[src/sv/assert_macros.svh]
// assertion macros used by pointer_button_qualifier
// each macro expects clk and rst in scope
`ifndef ASSERT_MACROS_SVH
`define ASSERT_MACROS_SVH

// property must hold at every clock edge outside reset
`define PBQ_ASSERT(label, prop, msg) \
  label: assert property (@(posedge clk) disable iff (rst) prop) else $error(msg);

// expression must never be true outside reset
`define PBQ_ASSERT_NEVER(label, expr, msg) \
  `PBQ_ASSERT(label, !(expr), msg)

`endif

[src/sv/pbq_pkg.sv]
// ----------------------------------------------------------------------------
// pbq_pkg
// Types and codes shared by the pointer button qualifier modules.
// ----------------------------------------------------------------------------
package pbq_pkg;

  localparam int unsigned COORD_W     = 16;
  localparam int unsigned CFG_INDEX_W = 3;
  localparam int unsigned CFG_DATA_W  = 16;

  // configuration register indexes
  localparam logic [CFG_INDEX_W-1:0] REG_INPUT_STYLE  = 3'd0;
  localparam logic [CFG_INDEX_W-1:0] REG_OUTPUT_STYLE = 3'd1;
  localparam logic [CFG_INDEX_W-1:0] REG_RECT_LEFT    = 3'd2;
  localparam logic [CFG_INDEX_W-1:0] REG_RECT_TOP     = 3'd3;
  localparam logic [CFG_INDEX_W-1:0] REG_RECT_WIDTH   = 3'd4;
  localparam logic [CFG_INDEX_W-1:0] REG_RECT_HEIGHT  = 3'd5;

  // input styles
  localparam logic [2:0] IN_NONE        = 3'd0;
  localparam logic [2:0] IN_PRESS_REL   = 3'd1;
  localparam logic [2:0] IN_STAY        = 3'd2;
  localparam logic [2:0] IN_ON_RELEASE  = 3'd3;
  localparam logic [2:0] IN_ON_PRESS    = 3'd4;
  localparam logic [2:0] IN_HELD        = 3'd5;
  localparam logic [2:0] IN_FOCUS       = 3'd6;

  // output styles
  localparam logic [1:0] OUT_NONE   = 2'd0;
  localparam logic [1:0] OUT_PULSE  = 2'd1;
  localparam logic [1:0] OUT_SELECT = 2'd2;
  localparam logic [1:0] OUT_TOGGLE = 2'd3;

  typedef struct packed {
    logic [2:0]         input_style;
    logic [1:0]         output_style;
    logic [COORD_W-1:0] rect_left;
    logic [COORD_W-1:0] rect_top;
    logic [COORD_W-1:0] rect_width;
    logic [COORD_W-1:0] rect_height;
  } pbq_cfg_t;

  typedef struct packed {
    logic [COORD_W-1:0] pointer_x;
    logic [COORD_W-1:0] pointer_y;
    logic               went_down;
    logic               went_up;
    logic               held;
  } pbq_sample_t;

  typedef struct packed {
    logic over_now;
    logic over_before;
    logic down_was_over;
    logic up_was_over;
    logic left_mark;
    logic entered_mark;
    logic out_level;
  } pbq_state_t;

  localparam pbq_state_t STATE_RESET = '0;

endpackage

[src/sv/pointer_button_qualifier.sv]
// ----------------------------------------------------------------------------
// pointer_button_qualifier
// Hit-tests pointer samples against a rectangle and qualifies button events.
// ----------------------------------------------------------------------------
// Usage:
//   in channel (in_valid/in_ready) takes one pointer sample per word: position
//   and the pressed, released and held flags of the primary button.
//   out channel (out_valid/out_ready) returns one result word per sample:
//   button_out, pointer_over, left_since_press, entered_since_press.
//   cfg channel (cfg_valid/cfg_ready, cfg_index, cfg_data) writes the style
//   and rectangle registers; it is always ready, and the user writes it only
//   while idle, which the block itself does not enforce.
// Path: a sample goes through the input register, then the result register.
// Throughput: one sample per cycle unless out stalls; the per-sample logic is
//   one 17-bit add and two compares per axis plus flag logic between the two
//   registers.
// Stall: when out_ready is low the result register holds and the input
//   register takes one more word; in_ready then drops until out drains.
// Reset: rst clears configuration, all marks and the output level, and
//   empties both registers.
// ----------------------------------------------------------------------------
`include "assert_macros.svh"

module pointer_button_qualifier (
  input  logic                            clk,
  input  logic                            rst,
  input  logic                            in_valid,
  output logic                            in_ready,
  input  logic [pbq_pkg::COORD_W-1:0]     pointer_x,
  input  logic [pbq_pkg::COORD_W-1:0]     pointer_y,
  input  logic                            went_down,
  input  logic                            went_up,
  input  logic                            held,
  output logic                            out_valid,
  input  logic                            out_ready,
  output logic                            button_out,
  output logic                            pointer_over,
  output logic                            left_since_press,
  output logic                            entered_since_press,
  input  logic                            cfg_valid,
  output logic                            cfg_ready,
  input  logic [pbq_pkg::CFG_INDEX_W-1:0] cfg_index,
  input  logic [pbq_pkg::CFG_DATA_W-1:0]  cfg_data
);

  pbq_pkg::pbq_cfg_t    cfg;
  pbq_pkg::pbq_sample_t sample;
  pbq_pkg::pbq_state_t  state;
  pbq_pkg::pbq_state_t  state_next;
  logic                 s1_valid;
  logic                 out_free;
  logic                 advance;

  // configuration registers
  pbq_cfg_regs u_cfg_regs (
    .clk       (clk),
    .rst       (rst),
    .cfg_valid (cfg_valid),
    .cfg_ready (cfg_ready),
    .cfg_index (cfg_index),
    .cfg_data  (cfg_data),
    .cfg       (cfg)
  );

  // pipeline flow control
  assign out_free = !out_valid || out_ready;
  assign advance  = s1_valid && out_free;
  assign in_ready = !s1_valid || out_free;

  // input register
  always_ff @(posedge clk) begin
    if (rst) begin
      s1_valid <= 1'b0;
    end else if (in_ready) begin
      s1_valid <= in_valid;
    end
  end

  always_ff @(posedge clk) begin
    if (in_valid && in_ready) begin
      sample <= '{pointer_x: pointer_x, pointer_y: pointer_y,
                  went_down: went_down, went_up: went_up, held: held};
    end
  end

  // per-tick logic
  pbq_core u_core (
    .cfg        (cfg),
    .sample     (sample),
    .state      (state),
    .state_next (state_next)
  );

  // tracked marks, updated once per word
  always_ff @(posedge clk) begin
    if (rst) begin
      state <= pbq_pkg::STATE_RESET;
    end else if (advance) begin
      state <= state_next;
    end
  end

  // result register
  always_ff @(posedge clk) begin
    if (rst) begin
      out_valid <= 1'b0;
    end else if (out_free) begin
      out_valid <= s1_valid;
    end
  end

  always_ff @(posedge clk) begin
    if (advance) begin
      button_out          <= state_next.out_level;
      pointer_over        <= state_next.over_now;
      left_since_press    <= state_next.left_mark;
      entered_since_press <= state_next.entered_mark;
    end
  end

  // checks
  `PBQ_ASSERT_NEVER(a_marks_exclusive, state.left_mark && state.entered_mark,
    "left and entered marks both set")
  `PBQ_ASSERT(a_none_holds, advance && (cfg.input_style == pbq_pkg::IN_NONE) |=>
    (state.out_level == $past(state.out_level)), "output level moved with no input style")
  `PBQ_ASSERT(a_ready_only_full, !in_ready |-> (s1_valid && out_valid && !out_ready),
    "input stalled with room in the pipeline")
  `PBQ_ASSERT(a_out_matches_state, out_valid |-> ((pointer_over == state.over_now)
    && (button_out == state.out_level)), "result word out of step with marks")

endmodule

[src/sv/pbq_cfg_regs.sv]
// ----------------------------------------------------------------------------
// pbq_cfg_regs
// Configuration register file, written one word at a time by index.
// ----------------------------------------------------------------------------
module pbq_cfg_regs (
  input  logic                               clk,
  input  logic                               rst,
  input  logic                               cfg_valid,
  output logic                               cfg_ready,
  input  logic [pbq_pkg::CFG_INDEX_W-1:0]    cfg_index,
  input  logic [pbq_pkg::CFG_DATA_W-1:0]     cfg_data,
  output pbq_pkg::pbq_cfg_t                  cfg
);

  // writes are always taken
  assign cfg_ready = 1'b1;

  // register write by index, unknown indexes ignored
  always_ff @(posedge clk) begin
    if (rst) begin
      cfg <= '0;
    end else if (cfg_valid) begin
      case (cfg_index)
        pbq_pkg::REG_INPUT_STYLE:  cfg.input_style  <= cfg_data[2:0];
        pbq_pkg::REG_OUTPUT_STYLE: cfg.output_style <= cfg_data[1:0];
        pbq_pkg::REG_RECT_LEFT:    cfg.rect_left    <= cfg_data;
        pbq_pkg::REG_RECT_TOP:     cfg.rect_top     <= cfg_data;
        pbq_pkg::REG_RECT_WIDTH:   cfg.rect_width   <= cfg_data;
        pbq_pkg::REG_RECT_HEIGHT:  cfg.rect_height  <= cfg_data;
        default: ;
      endcase
    end
  end

endmodule

[src/sv/pbq_core.sv]
// ----------------------------------------------------------------------------
// pbq_core
// Per-tick logic: hit test, mark update, click events and output style.
// ----------------------------------------------------------------------------
module pbq_core (
  input  pbq_pkg::pbq_cfg_t    cfg,
  input  pbq_pkg::pbq_sample_t sample,
  input  pbq_pkg::pbq_state_t  state,
  output pbq_pkg::pbq_state_t  state_next
);

  logic [pbq_pkg::COORD_W:0] right_edge;
  logic [pbq_pkg::COORD_W:0] bottom_edge;
  logic                      hit;
  logic                      dwo;
  logic                      uwo;
  logic                      click;
  logic                      unclick;
  logic                      active;

  // hit test, sums at one extra bit so they never wrap
  assign right_edge  = {1'b0, cfg.rect_left} + {1'b0, cfg.rect_width};
  assign bottom_edge = {1'b0, cfg.rect_top}  + {1'b0, cfg.rect_height};
  assign hit = (sample.pointer_x >= cfg.rect_left)
            && ({1'b0, sample.pointer_x} < right_edge)
            && (sample.pointer_y >= cfg.rect_top)
            && ({1'b0, sample.pointer_y} < bottom_edge);

  assign dwo = sample.went_down ? hit : state.down_was_over;
  assign uwo = sample.went_up   ? hit : state.up_was_over;

  assign active = (cfg.input_style inside {[pbq_pkg::IN_PRESS_REL:pbq_pkg::IN_FOCUS]})
               && (cfg.output_style != pbq_pkg::OUT_NONE);

  // marks
  always_comb begin
    state_next               = state;
    state_next.over_before   = state.over_now;
    state_next.over_now      = hit;
    state_next.down_was_over = dwo;
    state_next.up_was_over   = uwo;
    if (sample.went_down) begin
      state_next.left_mark    = 1'b0;
      state_next.entered_mark = 1'b0;
    end
    if (dwo && !hit) begin
      state_next.left_mark = 1'b1;
    end
    if (!dwo && hit) begin
      state_next.entered_mark = 1'b1;
    end

    // click events per input style
    click   = 1'b0;
    unclick = 1'b0;
    case (cfg.input_style)
      pbq_pkg::IN_PRESS_REL: begin
        if (sample.went_up) begin
          click   = dwo && uwo;
          unclick = !dwo && !uwo;
        end
      end
      pbq_pkg::IN_STAY: begin
        if (sample.went_up) begin
          if (dwo && uwo && !state_next.left_mark) begin
            click = 1'b1;
          end else if (!dwo && !uwo && !state_next.entered_mark) begin
            unclick = 1'b1;
          end
        end
      end
      pbq_pkg::IN_ON_RELEASE: begin
        if (sample.went_up) begin
          click   = hit;
          unclick = !hit;
        end
      end
      pbq_pkg::IN_ON_PRESS: begin
        if (sample.went_down) begin
          click   = hit;
          unclick = !hit;
        end
      end
      pbq_pkg::IN_HELD: begin
        if (sample.went_down) begin
          click = hit;
        end else if (sample.went_up) begin
          unclick = hit;
        end else if (sample.held) begin
          click   = !state.over_now && hit;
          unclick = state.over_now && !hit;
        end
      end
      pbq_pkg::IN_FOCUS: begin
        unclick = state.over_now && !hit;
        click   = sample.went_down && hit;
      end
      default: ;
    endcase

    // output style
    if (active) begin
      case (cfg.output_style)
        pbq_pkg::OUT_PULSE: state_next.out_level = click;
        pbq_pkg::OUT_SELECT: begin
          if (click) begin
            state_next.out_level = 1'b1;
          end else if (unclick) begin
            state_next.out_level = 1'b0;
          end
        end
        default: begin
          if (click) begin
            state_next.out_level = !state.out_level;
          end
        end
      endcase
    end
  end

endmodule

[config.mk]
export PLATFORM = sky130hd
export DESIGN_NAME = pointer_button_qualifier
export DESIGN_NICKNAME = d
export VERILOG_FILES = /design/src/sv/pbq_pkg.sv /design/src/sv/pointer_button_qualifier.sv /design/src/sv/pbq_cfg_regs.sv /design/src/sv/pbq_core.sv
export VERILOG_INCLUDE_DIRS = /design/src /design/src/sv
export SDC_FILE = /design/constraint.sdc
export NUM_CORES = 1
export LEC_CHECK = 0
export BUFFER_PORTS_ARGS = -buffer_cell sky130_fd_sc_hd__buf_2
export CORE_ASPECT_RATIO = 0.6
export CORE_MARGIN = 2
export CORE_UTILIZATION = 45
export CTS_BUF_LIST = sky130_fd_sc_hd__clkbuf_16
export DETAILED_ROUTE_END_ITERATION = 10
export PLACE_DENSITY_LB_ADDON = 0.1
export SYNTH_ARGS = -nofsm -noshare
export SYNTH_HDL_FRONTEND = slang
export SYNTH_HIERARCHICAL = 1
export SYNTH_SLANG_ARGS = --single-unit
[constraint.sdc]
create_clock -name clk -period 3.7 [get_ports clk]
set_clock_uncertainty 0.05 [all_clocks]
set_input_delay 0.37 -clock clk [delete_from_list [all_inputs] [get_ports clk]]
set_output_delay 0.37 -clock clk [all_outputs]
set_load 0.03 [all_outputs]
# Word-level counts from Yosys, hierarchy flattened
# Cells that the tools add are included.
# classes
add_sub_neg	2
magnitude_cmp	6
n_eq_ne	13
muxes	29
reduce_logical	35
# op_table
cell	n
16-bit by 16-bit adder with 17-bit output	2
16-bit by 17-bit < comparator with 1-bit output	2
16-bit greater-or-equal comparator	2
1-bit 2-to-1 mux	25
1-bit logical AND	16
3-bit == test (second input constant)	5
3-bit by 2-bit == test with 1-bit output (second input constant)	4
1-bit case mux with 6 select lines	2
2-bit AND reduction	6
1-bit zero test	9
3-bit by 1-bit == test with 1-bit output (second input constant)	2
3-bit by 1-bit greater-or-equal comparator with 1-bit output (second input constant)	1
3-bit <= comparator (second input constant)	1
3-bit zero test	1
2-bit by 1-bit == test with 1-bit output (second input constant)	1
2-bit == test (second input constant)	1
1-bit logical OR	2
2-bit 2-to-1 mux	1
1-bit case mux with 2 select lines	1
2-bit nonzero test	1
# totals
reg_bits	116
word_cells	108

# Logic depth before layout (Yosys ltp)
# depth
depth_word	19
mapped_depth	21

# By module
# Netlist, hierarchy kept.
# by_module_without_submodules
module	n_inst	cells_each	area_per_inst_um2	seq_area_each_um2
pbq_core	1	421	3168.0	0.0
pbq_cfg_regs	1	251	2780.2	1381.3
pointer_button_qualifier	1	79	1571.5	1351.3

# Worst setup path after synthesis
# OpenSTA, ideal clock, no wires.
# synth_timing
path_type	flip-flop to flip-flop
from	register u_cfg_regs/cfg[32] (netlist name)
to	register state[3] (netlist name)
t_arrival_ns	3.505
slack_ns	0.073
stages_incl_launch_ff	22
path_cell_list	dfxtp_1 ha_1 inv_1 fa_1 nor2b_1 o31a_1 nor2_1 nor2_1 a21oi_1 xor2_1 ha_1 and4_1 a2111oi_2 a21oi_1 o31a_1 o211ai_1 nand2_4 inv_2 mux2_4 buf_4 nand2b_1 mux2i_1
# synth_via
elab_chain_len	4
word_cells_on_any_way	6
cone_classes	1 x add/sub; 2 x order compare; 1 x mux; 2 x reduce/logical
# synth_rtl
element	line	source
16-bit by 16-bit adder with 17-bit output or 16-bit greater-or-equal comparator (tied branches)	pbq_core.sv:23, pbq_core.sv:26	
16-bit by 17-bit < comparator with 1-bit output or 1-bit logical AND (tied branches)	pbq_core.sv:27, pbq_core.sv:26	
1-bit logical AND (*)	pbq_core.sv:27	&& ({1'b0, sample.pointer_y} < bottom_edge);
named net u_core.hit	pbq_core.sv:14	logic hit;
1-bit 2-to-1 mux (*)	pbq_core.sv:30	assign uwo = sample.went_up ? hit : state.up_was_over;
named net u_core.uwo	pbq_core.sv:16	logic uwo;
# The timed path passes the listed nets; every way through them passes the cells marked *.
# A chain may end at the register's enable or synchronous reset.

==> reports/results.ini <==
[yosys]
syn_area_sq_mm = 0.00740
syn_nets = 898
avgSynthCellArea_sq_um = 10.0
netlist_instances = 740
ys_warn_count = 6

[detailed_routing]
wl_um = 17900
dr.pass1.iters = 5
vias = 5566
postRouteAntennaNets = 0
drt_iter0_drc = 342
wl_per_cell_um = 17.0
drc = 0
avgViaCountPerCell = 5.29

[power]
power_density_mw_per_mm2 = 365
internal_power_w = 0.00242
power_frac_seq = 0.430
netSwitchingPower_w = 0.000811
power.share.clock = 0.459
netSwitchingFraction = 0.251
leakage_nw = 3.82
p_comb_frac = 0.111
irDropWorstVdd_v = 0.000379
power_w = 0.00323

[clock_network]
clk_latency_ns = 0.41
h-tree-depth = 4
cts_tree = done
clock-root-buffer = clkbuf_16
cts_sinks = 115
cts_made_buffers = 17
clk_path_buf_depth = 2
clk_pin_slew_ns = 0.06

[critical_path]
cpPeakStageDelay_ns = 0.40
critPathBufInv = 1
rr_worst_depth = 20
crit_required_ns = 3.99
crit_cells = 20
crit_path_end_kind = flop
crit_chain = ha_4 > or3_4 > nor2_2 > o21ai_2 > nand3b_1 > nand2_1 > a21oi_2 > xor2_1 > ha_1 > a21oi_1 > nand2_1 > a2111oi_4 > a21oi_2 > o31a_1 > o211ai_1 > buf_4 > nand2_4 > mux2i_2 > nand2b_1 > mux2i_1
critPathTopFamily = compound AO/OA/AOI/OAI gates
cp.arrival_ns = 4.08
slowest_stage = or3_4
critPathLaunchType = flop
cp_max_fo = 3
path_class = flop to flop

[sta]
finalMaxSlewViolations = 0
worst_slew_margin_rel = 0.418
hold_viol = 0
fin_ws_ns = -0.0962
rsz0062_at_grt = true
worst_slew_pin_slew_ns = 0.868
period_minus_slack_ns = 3.80
clock.fmax_mhz = 263
setup_viol = 6
fin_crit_sh = 1.03

[flow_run]
drv_cap = 0

[floorplanning]
rows = 36
io_pins = 66
die_area_sq_mm = 0.0175
start_util = 0.458
die_h_um = 103
core_sq_mm = 0.0162
die_w_um = 170

[hold_path]
min_path_type = input port to flop
hold_depth = 1

[global_route]
gr-total-overflow = 0
grt_antenna_before_repair = 0
grt_pass1_wl_um = 29100
grt_pass1_vias = 5656
grt_max_degree = 41
track_usage = 0.214

[placed_design]
hpwl_um = 13200
io_buffers = 64
place_congestion = 0.936

[cells_and_area]
antenna_cells = 0
layout.nets = 988
fin_util = 0.547
nFillCells = 1414
drive_gt1_frac = 0.203
area_growth_pct = 19.6

[status]
violations = setup timing
status = finished with violations

==> layer usage <==
layer,share of wire,up-vias,global-route usage,wire (um)
li1,-,2818,-,-
met3,0.048,8,0.0548,849
met1,0.53,2625,0.306,9470
met2,0.42,115,0.325,7430
met5,0,-,0,0
met4,0.0059,0,0.0493,106
==> metrics by stage <==
step,worst slack [ns],cell area [sq um],hold WS [ns],setup TNS (ns),instances
final,-0.0962,8850,0.0781,-0.244,1052
after floorplan,0.116,7400,0.399,0,740
after detailed placement,-0.284,8090,0.422,-1.63,1016
after CTS,-0.0531,8710,0.0504,-0.0531,1050
after global routing,-0.296,8850,0.0552,-1.90,1052
after global placement,-0.130,8090,0.409,-0.520,1016
==> power by group through the flow <==
stage	sequential, W	clock (W)	combinational [W]
6_report	0.00139	0.00149	0.000360
3_5_place_dp	0.00141	0	0.000339
3_3_place_gp	0.00141	0	0.000324
2_1_floorplan	0.00141	0	0.000225
4_1_cts	0.00139	0.00153	0.000349
5_1_grt	0.00139	0.00158	0.000402
==> path summary, 6_finish.rpt <==
kind                 startpoint                 to  slack (ns)
max          u_cfg_regs/cfg[37]           state[0]        -0.1
min               pointer_y[10]         sample[13]        0.08
max reg2reg  u_cfg_regs/cfg[37]           state[0]        -0.1
min reg2reg   u_cfg_regs/cfg[2]  u_cfg_regs/cfg[2]        0.43
==> state kept, by name, summed over array words and instances, names as in the netlist <==
register and count:
s1_valid 1, sample 35, button_out 1, entered_since_press 1, pointer_over 1, out_valid 1, u_cfg_regs/cfg 69, left_since_press 1
state 5
==> cell type report <==
cell class	count	area [sq um]	share of cell area
inverter	53	199	0.0225
clock buffer	19	475	0.0537
timing repair buffer	97	568	0.0642
clock inverter	13	52.6	0.00594
tap	209	262	0.0295
sequential	115	2700	0.305
multi-input combinational	546	4590	0.519
==> repair_timing <==
action                                  CTS  global route
setup buffers                             2             2
pin swaps                                14            23
gates resized for setup                  27            26
hold buffers                              0             0
endpoints found under the setup margin    9             9
cloned                                    0             0
==> cell usage in the layout (no fill, tap or decap), types with 3 or more instances in the layout <==
| master | count |
|---|---|
| nand2_1 | 26 |
| nor3_1 | 11 |
| o21a_1 | 5 |
| buf_4 | 33 |
| o21ai_1 | 9 |
| xor2_1 | 14 |
| nor2b_1 | 3 |
| ha_1 | 91 |
| dfxtp_1 | 68 |
| mux2i_1 | 76 |
| xnor2_1 | 12 |
| nor2_2 | 4 |
| and3_1 | 4 |
| nor4_1 | 6 |
| a31oi_1 | 7 |
| dfxtp_2 | 8 |
| ha_4 | 5 |
| a21o_1 | 10 |
| buf_2 | 64 |
| o21bai_1 | 8 |
| a211oi_1 | 4 |
| nand3_1 | 3 |
| nand4bb_1 | 3 |
| clkinv_1 | 4 |
| o21ai_0 | 25 |
| nand2b_1 | 100 |
| nand4b_1 | 3 |
| inv_1 | 57 |
| nand4_1 | 4 |
| clkinv_2 | 3 |
| a21oi_2 | 6 |
| clkbuf_16 | 19 |
| edfxtp_1 | 39 |
| nor2_1 | 23 |
| a21oi_1 | 31 |
(Power assumes the default switching activity.)
